<file path="src/hw/rtl/cste_pkg.sv">
// Shared types, command codes and the default signal table of the CAN signal table extractor.
package cste_pkg;

    localparam int IdxMaxW      = 6;
    localparam int DfltCount    = 16;
    localparam int DfltEnabled  = 13;
    localparam int MaskW        = 16;
    localparam int MaxLen       = 32;

    typedef enum logic [1:0] {
        CMD_FRAME = 2'd0,
        CMD_SET   = 2'd1,
        CMD_READ  = 2'd2
    } t_cmd;

    typedef enum logic [2:0] {
        ST_IDLE,
        ST_DECODE,
        ST_SCAN,
        ST_SET,
        ST_READ,
        ST_OUT
    } t_state;

    typedef struct packed {
        logic [10:0] id;
        logic [5:0]  start_bit;
        logic [5:0]  length;
        logic        enabled;
        logic [31:0] value;
    } t_entry;

    // Controller to datapath
    typedef struct packed {
        logic load;
        logic scan_rd;
        logic scan_upd;
        logic set_wr;
        logic entry_rd;
        logic out_load;
    } t_dp_cmd;

    // Datapath to controller
    typedef struct packed {
        logic [1:0] cmd;
        logic       idx_ok;
    } t_dp_status;

    localparam logic [10:0] DfltId [DfltCount] = '{
        11'h360, 11'h360, 11'h361, 11'h3E0, 11'h390, 11'h390, 11'h390, 11'h390,
        11'h390, 11'h390, 11'h373, 11'h368, 11'h3EB, 11'h000, 11'h000, 11'h000
    };
    localparam logic [5:0] DfltStart [DfltCount] = '{
        6'd0, 6'd32, 6'd16, 6'd0, 6'd0, 6'd0, 6'd0, 6'd0,
        6'd0, 6'd0, 6'd0, 6'd0, 6'd32, 6'd0, 6'd0, 6'd0
    };
    localparam logic [5:0] DfltLen [DfltCount] = '{
        6'd16, 6'd16, 6'd16, 6'd16, 6'd16, 6'd16, 6'd16, 6'd16,
        6'd16, 6'd16, 6'd16, 6'd16, 6'd16, 6'd0, 6'd0, 6'd0
    };

    // Entry contents right after reset
    function automatic t_entry default_entry(logic [IdxMaxW-1:0] idx);
        t_entry e;
        e = '0;
        e.value = '1;
        if (idx < IdxMaxW'(DfltCount)) begin
            e.id        = DfltId[idx[3:0]];
            e.start_bit = DfltStart[idx[3:0]];
            e.length    = DfltLen[idx[3:0]];
        end
        e.enabled = (idx < IdxMaxW'(DfltEnabled));
        return e;
    endfunction

endpackage

</file>
<file path="src/hw/rtl/cste_ctrl.sv">
// Controller state machine: sequences decode, table scan, entry write/read and result hand-off.
module cste_ctrl #(
    parameter int NUM_ENTRIES = 16,
    parameter int AW          = 4
) (
    input  logic                  i_clk,
    input  logic                  i_rst_n,
    input  logic                  i_in_valid,
    output logic                  o_in_ready,
    output logic                  o_out_valid,
    input  logic                  i_out_ready,
    input  cste_pkg::t_dp_status  i_status,
    output cste_pkg::t_dp_cmd     o_cmd,
    output logic [AW-1:0]         o_scan_addr
);

    localparam int CW = $clog2(NUM_ENTRIES + 1);

    cste_pkg::t_state r_state, n_state;
    logic [CW-1:0]    r_cnt, n_cnt;
    logic             r_out_vld, n_out_vld;

    always_ff @(posedge i_clk) begin
        if (!i_rst_n) begin
            r_state   <= cste_pkg::ST_IDLE;
            r_cnt     <= '0;
            r_out_vld <= 1'b0;
        end else begin
            r_state   <= n_state;
            r_cnt     <= n_cnt;
            r_out_vld <= n_out_vld;
        end
    end

    always_comb begin
        n_state     = r_state;
        n_cnt       = r_cnt;
        o_cmd       = '0;
        o_in_ready  = 1'b0;
        o_scan_addr = r_cnt[AW-1:0];
        case (r_state)
            cste_pkg::ST_IDLE: begin
                o_in_ready = 1'b1;
                if (i_in_valid) begin
                    o_cmd.load = 1'b1;
                    n_state    = cste_pkg::ST_DECODE;
                end
            end
            cste_pkg::ST_DECODE: begin
                n_cnt = '0;
                case (i_status.cmd)
                    cste_pkg::CMD_FRAME: n_state = cste_pkg::ST_SCAN;
                    cste_pkg::CMD_SET:
                        n_state = i_status.idx_ok ? cste_pkg::ST_SET : cste_pkg::ST_OUT;
                    cste_pkg::CMD_READ:
                        n_state = i_status.idx_ok ? cste_pkg::ST_READ : cste_pkg::ST_OUT;
                    default: n_state = cste_pkg::ST_OUT;
                endcase
            end
            cste_pkg::ST_SCAN: begin
                // read entry cnt while the entry read last cycle is checked and updated
                o_cmd.scan_rd  = (r_cnt != CW'(NUM_ENTRIES));
                o_cmd.scan_upd = (r_cnt != '0);
                if (r_cnt == CW'(NUM_ENTRIES)) begin
                    n_state = cste_pkg::ST_OUT;
                end else begin
                    n_cnt = r_cnt + 1'b1;
                end
            end
            cste_pkg::ST_SET: begin
                o_cmd.set_wr = 1'b1;
                n_state      = cste_pkg::ST_OUT;
            end
            cste_pkg::ST_READ: begin
                o_cmd.entry_rd = 1'b1;
                n_state        = cste_pkg::ST_OUT;
            end
            cste_pkg::ST_OUT: begin
                if (!r_out_vld || i_out_ready) begin
                    o_cmd.out_load = 1'b1;
                    n_state        = cste_pkg::ST_IDLE;
                end
            end
            default: n_state = cste_pkg::ST_IDLE;
        endcase
    end

    always_comb begin
        if (o_cmd.out_load) begin
            n_out_vld = 1'b1;
        end else if (i_out_ready) begin
            n_out_vld = 1'b0;
        end else begin
            n_out_vld = r_out_vld;
        end
    end

    assign o_out_valid = r_out_vld;

endmodule

</file>
<file path="src/hw/rtl/cste_dp.sv">
// Datapath: item capture, signal table memory, field extraction and result register.
module cste_dp #(
    parameter int NUM_ENTRIES = 16,
    parameter int AW          = 4
) (
    input  logic                  i_clk,
    input  logic                  i_rst_n,
    input  cste_pkg::t_dp_cmd     i_cmd,
    input  logic [AW-1:0]         i_scan_addr,
    output cste_pkg::t_dp_status  o_status,
    input  logic [1:0]            i_command,
    input  logic [10:0]           i_frame_id,
    input  logic [63:0]           i_frame_data,
    input  logic [3:0]            i_entry_index,
    input  logic [10:0]           i_entry_id,
    input  logic [5:0]            i_entry_start_bit,
    input  logic [5:0]            i_entry_length,
    output logic [15:0]           o_match_mask,
    output logic [10:0]           o_read_id,
    output logic [5:0]            o_read_start_bit,
    output logic [5:0]            o_read_length,
    output logic                  o_read_enabled,
    output logic signed [31:0]    o_read_value
);

    // Field extraction: whole bytes MSB first, last byte from its in-byte offset
    function automatic logic [31:0] extract_field(logic [63:0] data, logic [5:0] start,
                                                  logic [5:0] len);
        logic [2:0]  first;
        logic [2:0]  off;
        logic [6:0]  lsum;
        logic [2:0]  nb;
        logic [3:0]  lb;
        logic [3:0]  pos;
        logic [7:0]  b [4];
        logic [23:0] w;
        logic [7:0]  last;
        logic [7:0]  lf;
        logic [31:0] res;
        first = start[5:3];
        off   = start[2:0];
        lsum  = {1'b0, len} + 7'd7;
        nb    = lsum[5:3];
        lb    = (len[2:0] == 3'd0) ? 4'd8 : {1'b0, len[2:0]};
        for (int j = 0; j < 4; j++) begin
            pos  = {1'b0, first} + 4'(j);
            b[j] = (pos < 4'd8) ? data[{pos[2:0], 3'b000} +: 8] : 8'h00;
        end
        w    = '0;
        last = '0;
        case (nb)
            3'd1: last = b[0];
            3'd2: begin
                w    = {16'h0000, b[0]};
                last = b[1];
            end
            3'd3: begin
                w    = {8'h00, b[0], b[1]};
                last = b[2];
            end
            3'd4: begin
                w    = {b[0], b[1], b[2]};
                last = b[3];
            end
            default: begin
                w    = '0;
                last = '0;
            end
        endcase
        // the last byte drops out when its bits would run past the byte
        if (({1'b0, off} + lb) <= 4'd8) begin
            lf = (last >> off) & 8'((9'h001 << lb) - 9'h001);
        end else begin
            lf = '0;
        end
        if (nb == 3'd0) begin
            res = '0;
        end else begin
            res = (32'(w) << lb) | 32'(lf);
        end
        return res;
    endfunction

    // Captured item
    logic [1:0]  r_cmd_code;
    logic [10:0] r_fid;
    logic [63:0] r_data;
    logic [3:0]  r_idx;
    logic [10:0] r_eid;
    logic [5:0]  r_estart;
    logic [5:0]  r_elen;

    always_ff @(posedge i_clk) begin
        if (i_cmd.load) begin
            r_cmd_code <= i_command;
            r_fid      <= i_frame_id;
            r_data     <= i_frame_data;
            r_idx      <= i_entry_index;
            r_eid      <= i_entry_id;
            r_estart   <= i_entry_start_bit;
            r_elen     <= (i_entry_length > 6'(cste_pkg::MaxLen)) ?
                          6'(cste_pkg::MaxLen) : i_entry_length;
        end
    end

    logic [6:0]    idx_ext;
    logic [AW-1:0] idx_addr;
    logic          idx_ok;

    assign idx_ext  = 7'(r_idx);
    assign idx_addr = idx_ext[AW-1:0];
    assign idx_ok   = idx_ext < 7'(NUM_ENTRIES);

    assign o_status.cmd    = r_cmd_code;
    assign o_status.idx_ok = idx_ok;

    // Signal table memory with per-entry valid bits; an unwritten entry reads as default
    cste_pkg::t_entry r_mem [NUM_ENTRIES];
    logic [NUM_ENTRIES-1:0] r_valid;
    cste_pkg::t_entry r_rd_raw;
    logic             r_rd_vld;
    logic [AW-1:0]    r_rd_idx;

    logic             rd_en;
    logic [AW-1:0]    rd_addr;
    logic             we;
    logic [AW-1:0]    waddr;
    cste_pkg::t_entry wdata;
    cste_pkg::t_entry eff;
    logic             match;
    logic [6:0]       proc_ext;

    assign rd_en   = i_cmd.scan_rd | i_cmd.entry_rd;
    assign rd_addr = i_cmd.scan_rd ? i_scan_addr : idx_addr;

    always_ff @(posedge i_clk) begin
        if (we) begin
            r_mem[waddr] <= wdata;
        end
        if (rd_en) begin
            r_rd_raw <= r_mem[rd_addr];
            r_rd_vld <= r_valid[rd_addr];
            r_rd_idx <= rd_addr;
        end
    end

    always_ff @(posedge i_clk) begin
        if (!i_rst_n) begin
            r_valid <= '0;
        end else if (we) begin
            r_valid[waddr] <= 1'b1;
        end
    end

    assign eff      = r_rd_vld ? r_rd_raw :
                      cste_pkg::default_entry(cste_pkg::IdxMaxW'(r_rd_idx));
    assign match    = eff.enabled && (eff.id == r_fid);
    assign proc_ext = 7'(r_rd_idx);

    always_comb begin
        we    = 1'b0;
        waddr = idx_addr;
        wdata = eff;
        if (i_cmd.set_wr) begin
            we              = 1'b1;
            wdata.id        = r_eid;
            wdata.start_bit = r_estart;
            wdata.length    = r_elen;
            wdata.enabled   = 1'b1;
            wdata.value     = '1;
        end else if (i_cmd.scan_upd && match) begin
            we          = 1'b1;
            waddr       = r_rd_idx;
            wdata.value = extract_field(r_data, eff.start_bit, eff.length);
        end
    end

    // Frame match mask
    logic [15:0] r_mask;

    always_ff @(posedge i_clk) begin
        if (i_cmd.load) begin
            r_mask <= '0;
        end else if (i_cmd.scan_upd && match && (proc_ext < 7'(cste_pkg::MaskW))) begin
            r_mask[proc_ext[3:0]] <= 1'b1;
        end
    end

    // Result register
    always_ff @(posedge i_clk) begin
        if (i_cmd.out_load) begin
            o_match_mask     <= '0;
            o_read_id        <= '0;
            o_read_start_bit <= '0;
            o_read_length    <= '0;
            o_read_enabled   <= 1'b0;
            o_read_value     <= '0;
            case (r_cmd_code)
                cste_pkg::CMD_FRAME: o_match_mask <= r_mask;
                cste_pkg::CMD_SET: begin
                    if (idx_ok) begin
                        o_read_id        <= r_eid;
                        o_read_start_bit <= r_estart;
                        o_read_length    <= r_elen;
                        o_read_enabled   <= 1'b1;
                        o_read_value     <= '1;
                    end
                end
                cste_pkg::CMD_READ: begin
                    if (idx_ok) begin
                        o_read_id        <= eff.id;
                        o_read_start_bit <= eff.start_bit;
                        o_read_length    <= eff.length;
                        o_read_enabled   <= eff.enabled;
                        o_read_value     <= eff.value;
                    end
                end
                default: o_match_mask <= '0;
            endcase
        end
    end

endmodule

</file>
<file path="src/hw/rtl/can_signal_table_extractor_top.sv">
// Top level of the CAN signal table extractor: stream ports, controller and datapath.
//
//  Channel   | Dir | Signals                          | Transaction
//  ----------+-----+----------------------------------+-----------------------------------
//  s_axis    | in  | tvalid/tready, tdata[103:0],     | one command: frame, set or read
//            |     | tuser[1:0]                       |
//  m_axis    | out | tvalid/tready, tdata[71:0]       | one result per command
//
// Sequence: a command is taken in idle, decoded the next cycle, then worked on.
//   A received frame walks the table one entry a cycle through the single memory read
//   port (entry k is read while entry k-1 is matched, extracted and written back); set
//   and read pass through their own state, an unused command or an index past the
//   table goes straight to output; the next command is taken only back in idle.
// Reset: i_rst_n is synchronous, active low; it clears the controller and the valid bits
//   of the table, so every entry reads back the default signal table right away.
// Stalls: results sit in an output register, so a new command is accepted while the
//   previous result waits; the block holds in its output state only when that register
//   is still full.
module can_signal_table_extractor_top #(
    parameter int NUM_ENTRIES = 16
) (
    input  logic         i_clk,
    input  logic         i_rst_n,
    input  logic         i_s_axis_tvalid,
    output logic         o_s_axis_tready,
    // frame_id[10:0], frame_data[74:11], entry_index[78:75], entry_id[89:79],
    // entry_start_bit[95:90], entry_length[101:96], zero pad[103:102]
    input  logic [103:0] i_s_axis_tdata,
    // command[1:0]
    input  logic [1:0]   i_s_axis_tuser,
    output logic         o_m_axis_tvalid,
    input  logic         i_m_axis_tready,
    // match_mask[15:0], read_id[26:16], read_start_bit[32:27], read_length[38:33],
    // read_enabled[39], read_value[71:40]
    output logic [71:0]  o_m_axis_tdata
);

    localparam int AW = (NUM_ENTRIES > 1) ? $clog2(NUM_ENTRIES) : 1;

    cste_pkg::t_dp_cmd    dp_cmd;
    cste_pkg::t_dp_status dp_status;
    logic [AW-1:0]        scan_addr;

    logic [15:0]        match_mask;
    logic [10:0]        read_id;
    logic [5:0]         read_start_bit;
    logic [5:0]         read_length;
    logic               read_enabled;
    logic signed [31:0] read_value;

    cste_ctrl #(
        .NUM_ENTRIES (NUM_ENTRIES),
        .AW          (AW)
    ) u_ctrl (
        .i_clk       (i_clk),
        .i_rst_n     (i_rst_n),
        .i_in_valid  (i_s_axis_tvalid),
        .o_in_ready  (o_s_axis_tready),
        .o_out_valid (o_m_axis_tvalid),
        .i_out_ready (i_m_axis_tready),
        .i_status    (dp_status),
        .o_cmd       (dp_cmd),
        .o_scan_addr (scan_addr)
    );

    cste_dp #(
        .NUM_ENTRIES (NUM_ENTRIES),
        .AW          (AW)
    ) u_dp (
        .i_clk             (i_clk),
        .i_rst_n           (i_rst_n),
        .i_cmd             (dp_cmd),
        .i_scan_addr       (scan_addr),
        .o_status          (dp_status),
        .i_command         (i_s_axis_tuser),
        .i_frame_id        (i_s_axis_tdata[10:0]),
        .i_frame_data      (i_s_axis_tdata[74:11]),
        .i_entry_index     (i_s_axis_tdata[78:75]),
        .i_entry_id        (i_s_axis_tdata[89:79]),
        .i_entry_start_bit (i_s_axis_tdata[95:90]),
        .i_entry_length    (i_s_axis_tdata[101:96]),
        .o_match_mask      (match_mask),
        .o_read_id         (read_id),
        .o_read_start_bit  (read_start_bit),
        .o_read_length     (read_length),
        .o_read_enabled    (read_enabled),
        .o_read_value      (read_value)
    );

    // Pack the result, first field in the lowest bits
    assign o_m_axis_tdata = {read_value, read_enabled, read_length, read_start_bit,
                             read_id, match_mask};

endmodule

</file>
<file path="config.mk">
export PLATFORM = sky130hd
export DESIGN_NAME = can_signal_table_extractor_top
export DESIGN_NICKNAME = d
export VERILOG_FILES = /design/src/hw/rtl/cste_pkg.sv /design/src/hw/rtl/cste_ctrl.sv /design/src/hw/rtl/cste_dp.sv /design/src/hw/rtl/can_signal_table_extractor_top.sv
export SDC_FILE = /design/constraint.sdc
export NUM_CORES = 2
export LEC_CHECK = 0
export CORE_MARGIN = 5
export CORE_UTILIZATION = 56
export DETAILED_ROUTE_END_ITERATION = 6
export DONT_BUFFER_PORTS = 1
export GPL_TIMING_DRIVEN = 0
export PLACE_DENSITY = 0.71
export SETUP_SLACK_MARGIN = 0.2
export SLEW_MARGIN = 10
export SYNTH_ARGS = -nofsm -noshare
export SYNTH_HDL_FRONTEND = slang
export SYNTH_SLANG_ARGS = --single-unit
</file>
<file path="constraint.sdc">
create_clock -name i_clk -period 17.3 [get_ports i_clk]
set_input_delay 5.19 -clock i_clk [delete_from_list [all_inputs] [get_ports i_clk]]
set_output_delay 5.19 -clock i_clk [all_outputs]
set_load 0.02 [all_outputs]
</file>
==> flow_metrics.py <==
metrics = {
    "outcome": {
        "status": "finished, final reports clean",
    },
    "detailed_routing": {
        "drt-vias-per-instance": 6.30,
        "firstDrtPassIters": 7,
        "routed_wl_mm": 156,
        "drc": 0,
        "vias": 35153,
        "postRouteAntennaNets": 0,
        "dr.first_iter.drc_count": 4276,
        "avgRoutedWirePerCell_um": 28.0,
    },
    "sta": {
        "fmax_mhz": 140,
        "hold_viol_final": 0,
        "period_needed_ns": 7.12,
        "fin_skew_ns": 0.0620,
        "report.final.slew_viol_count": 0,
        "rsz0062_at_grt": "no",
        "slew_headroom_pct": 1.17,
        "tightest_slew_ns": 1.48,
        "whs_ns": 0.449,
        "finalCritPeriodShare_pct": 41.2,
        "setup_viol": 0,
        "fin_tns_setup_ns": 0,
    },
    "floorplanning": {
        "core_um2": 90100,
        "ioPinCount": 184,
        "die_y_um": 312,
        "start_util_pct": 56.5,
        "die_w_um": 312,
        "dieArea_um2": 97100,
        "row_count": 110,
    },
    "global_route": {
        "grt_pass1_vias": 34275,
        "grt_first_pass_wirelength_mm": 227,
        "antenna_found_initial": 4,
        "overflow": 0,
        "grtUsageTotal_pct": 31.4,
        "grt_max_degree": 64,
    },
    "logic_synthesis": {
        "synth_top_area_cell": "edfxtp_1",
        "synth_ff_type": "edfxtp_1",
        "syn_avg_cell_area_um2": 12.3,
        "netlist-cell-type-count": 89,
        "synth_edf_count": 1133,
        "synth-seq-cells": 1174,
        "synth_common_cells": "1133 x edfxtp_1, 999 x nand2_1, 494 x nand3_1",
        "async_flop_share_pct": 0,
        "yosysWarnings": 0,
        "netlist_area_um2": 50900,
        "synth_top_area_share_pct": 66.8,
        "syn_nets": 4265,
        "synth_cells": 4139,
        "ys_seq_area_share_pct": 68.4,
        "synth_most_common_cell": "edfxtp_1",
        "synthTopCellsByArea": "edfxtp_1 67%, nand2_1 7.4%, nand3_1 4.9%",
    },
    "worst_setup_path": {
        "crit_type": "reg -> out",
        "worst-path-max-fanout": 10,
        "worstRegToRegCells": 15,
        "cp.arrival_ns": 1.93,
        "required_ns": 12.11,
        "crit_path_start_kind": "register",
        "cp-end-kind": "output port",
        "rrSetupSlack_ns": 10.36,
    },
    "cts": {
        "htreeDepth": 3,
        "root_buffer": "clkbuf_16",
        "post_cts_buffers": 0,
        "clk_pin_slew_ns": 0.06,
        "cts_tree": "yes",
        "cts.sinks": 1174,
        "hold_buffers": 0,
        "cts_buffers": 113,
        "clockBufferDepth": 3,
        "clkLatencyLatePin_ns": 0.72,
        "cts_resized": 0,
    },
    "power_and_ir_drop": {
        "power_density_nw_per_um2": 137,
        "ir_drop_v": 0.0000951,
        "p_leak_nw": 19.1,
    },
    "finish": {
        "fin_cells": 5576,
        "syn_to_final_growth_pct": 11.9,
        "nets": 4440,
        "drive_gt1_share_pct": 7.96,
        "post-route-util_pct": 63.2,
        "final_area_um2": 57000,
    },
    "place": {
        "gp_congestion": 1.00,
        "dp_cells": 5374,
        "io_buffers": 0,
        "placedInstanceArea_um2": 53600,
        "dpl.hpwl_mm": 115,
    },
    "job": {
        "drv_cap": 0,
    },
    "hold_path": {
        "hold_path_class": "reg -> reg",
        "hold_depth": 2,
    },
}
cells by family (layout without fill, tap and decap cells):
| family | Yosys count | in the layout | share of synthesized area (%) |
|---|---|---|---|
| compound gates | 562 | 562 | 7.87 |
| xor+xnor | 12 | 12 | 0.206 |
| fa+ha+maj | 16 | 16 | 0.408 |
| buf+inv | 327 | 586 | 2.50 |
| flops | 1174 | 1174 | 68.4 |
| mux | 138 | 138 | 3.76 |
| other cells | 1 | 3 | 0.00736 |
| simple gates | 1909 | 1909 | 16.9 |
critical path, stage by stage, from the launching register on:
cell and delay (ns):
dfxtp_1 0.32, clkbuf_1 0.22, nor3_1 0.73
cell type report:
class	count	area [µm²]
repair buffers	60	960
fillers	6653	33200
plain buffers	294	1150
multi-input cells	2638	15100
diodes	2	5.00
clock buffers	151	3000
well taps	1176	1470
inverters	33	124
clock inverters	48	340
flip-flops and latches	1174	34800
layer usage:
| metal | up-vias | track usage, % | wire length (µm) | share of wire [%] |
|---|---|---|---|---|
| met5 | - | 0 | 27 | 0.017 |
| met4 | 4 | 14.4 | 8370 | 5.4 |
| met3 | 347 | 5.96 | 14500 | 9.3 |
| met2 | 1822 | 51.0 | 73300 | 47 |
| met1 | 17246 | 41.8 | 59900 | 38 |
| li1 | 15734 | - | - | - |
registers in the layout (all words and copies together) (netlist names):
| signal | flops |
|---|---|
| u_dp.r_mem | 896 |
| u_dp.r_data | 64 |
| u_dp.r_rd_raw | 56 |
| u_dp.o_read_value | 32 |
| u_dp.o_match_mask | 16 |
| u_dp.r_mask | 16 |
| u_dp.r_valid | 16 |
| u_dp.o_read_id | 11 |
| u_dp.r_eid | 11 |
| u_dp.r_fid | 11 |
| u_dp.o_read_length | 6 |
| u_dp.o_read_start_bit | 6 |
| u_dp.r_elen | 6 |
| u_dp.r_estart | 6 |
| u_ctrl.r_cnt | 5 |
| u_dp.idx_addr | 4 |
| u_dp.r_rd_idx | 4 |
| u_ctrl.r_state | 3 |
| u_dp.r_cmd_code | 2 |
| u_ctrl.o_out_valid | 1 |
| u_dp.o_read_enabled | 1 |
| u_dp.r_rd_vld | 1 |
power by group:
group	switching, mW	internal [mW]
combinational	1.46	0.575
sequential	0.103	3.41
clock	1.03	1.23
total	2.59	5.21
placed cells by master (no fill, tap or decap), drive strengths merged, types with 7 or more instances in the layout:
cell type and instances:
a2111oi 7, a21o 8, edfxtp 1133, nand3b 7
a311oi 115, a32o 8, nor4 7, and2 29
dfxtp 41, mux2 22, mux4 40, clkinv 45
o21ai 60, ha 15, nand2 1001, a221oi 16
a211oi 16, nor3 18, clkbuf 402, o211ai 17
o22ai 17, nor2 124, nand3 494, inv 34
or3 13, a21oi 109, buf 103, a22oi 27
mux2i 76, o21a 28, a31oi 73, and3 71
nand4 8, nor2b 72, nand2b 37
worst paths after layout:
check	start	endpoint
worst min register to register	u_dp.r_mask[3]	u_dp.r_mask[3]
worst max register to register	u_dp.r_rd_idx[2]	u_dp.r_mem[13][16]
worst max-delay path	u_ctrl.r_state[2]	o_s_axis_tready
worst min-delay path	u_dp.r_mask[3]	u_dp.r_mask[3]
stage by stage:
step           setup WS (ns)  total power, mW
2_1_floorplan           8.23             4.72
3_5_place_dp           10.25             5.55
6_report               10.18             7.81
5_1_grt                10.06             8.08
4_1_cts                10.15             7.78
3_3_place_gp            6.78             5.50
(Power assumes the default switching activity.)
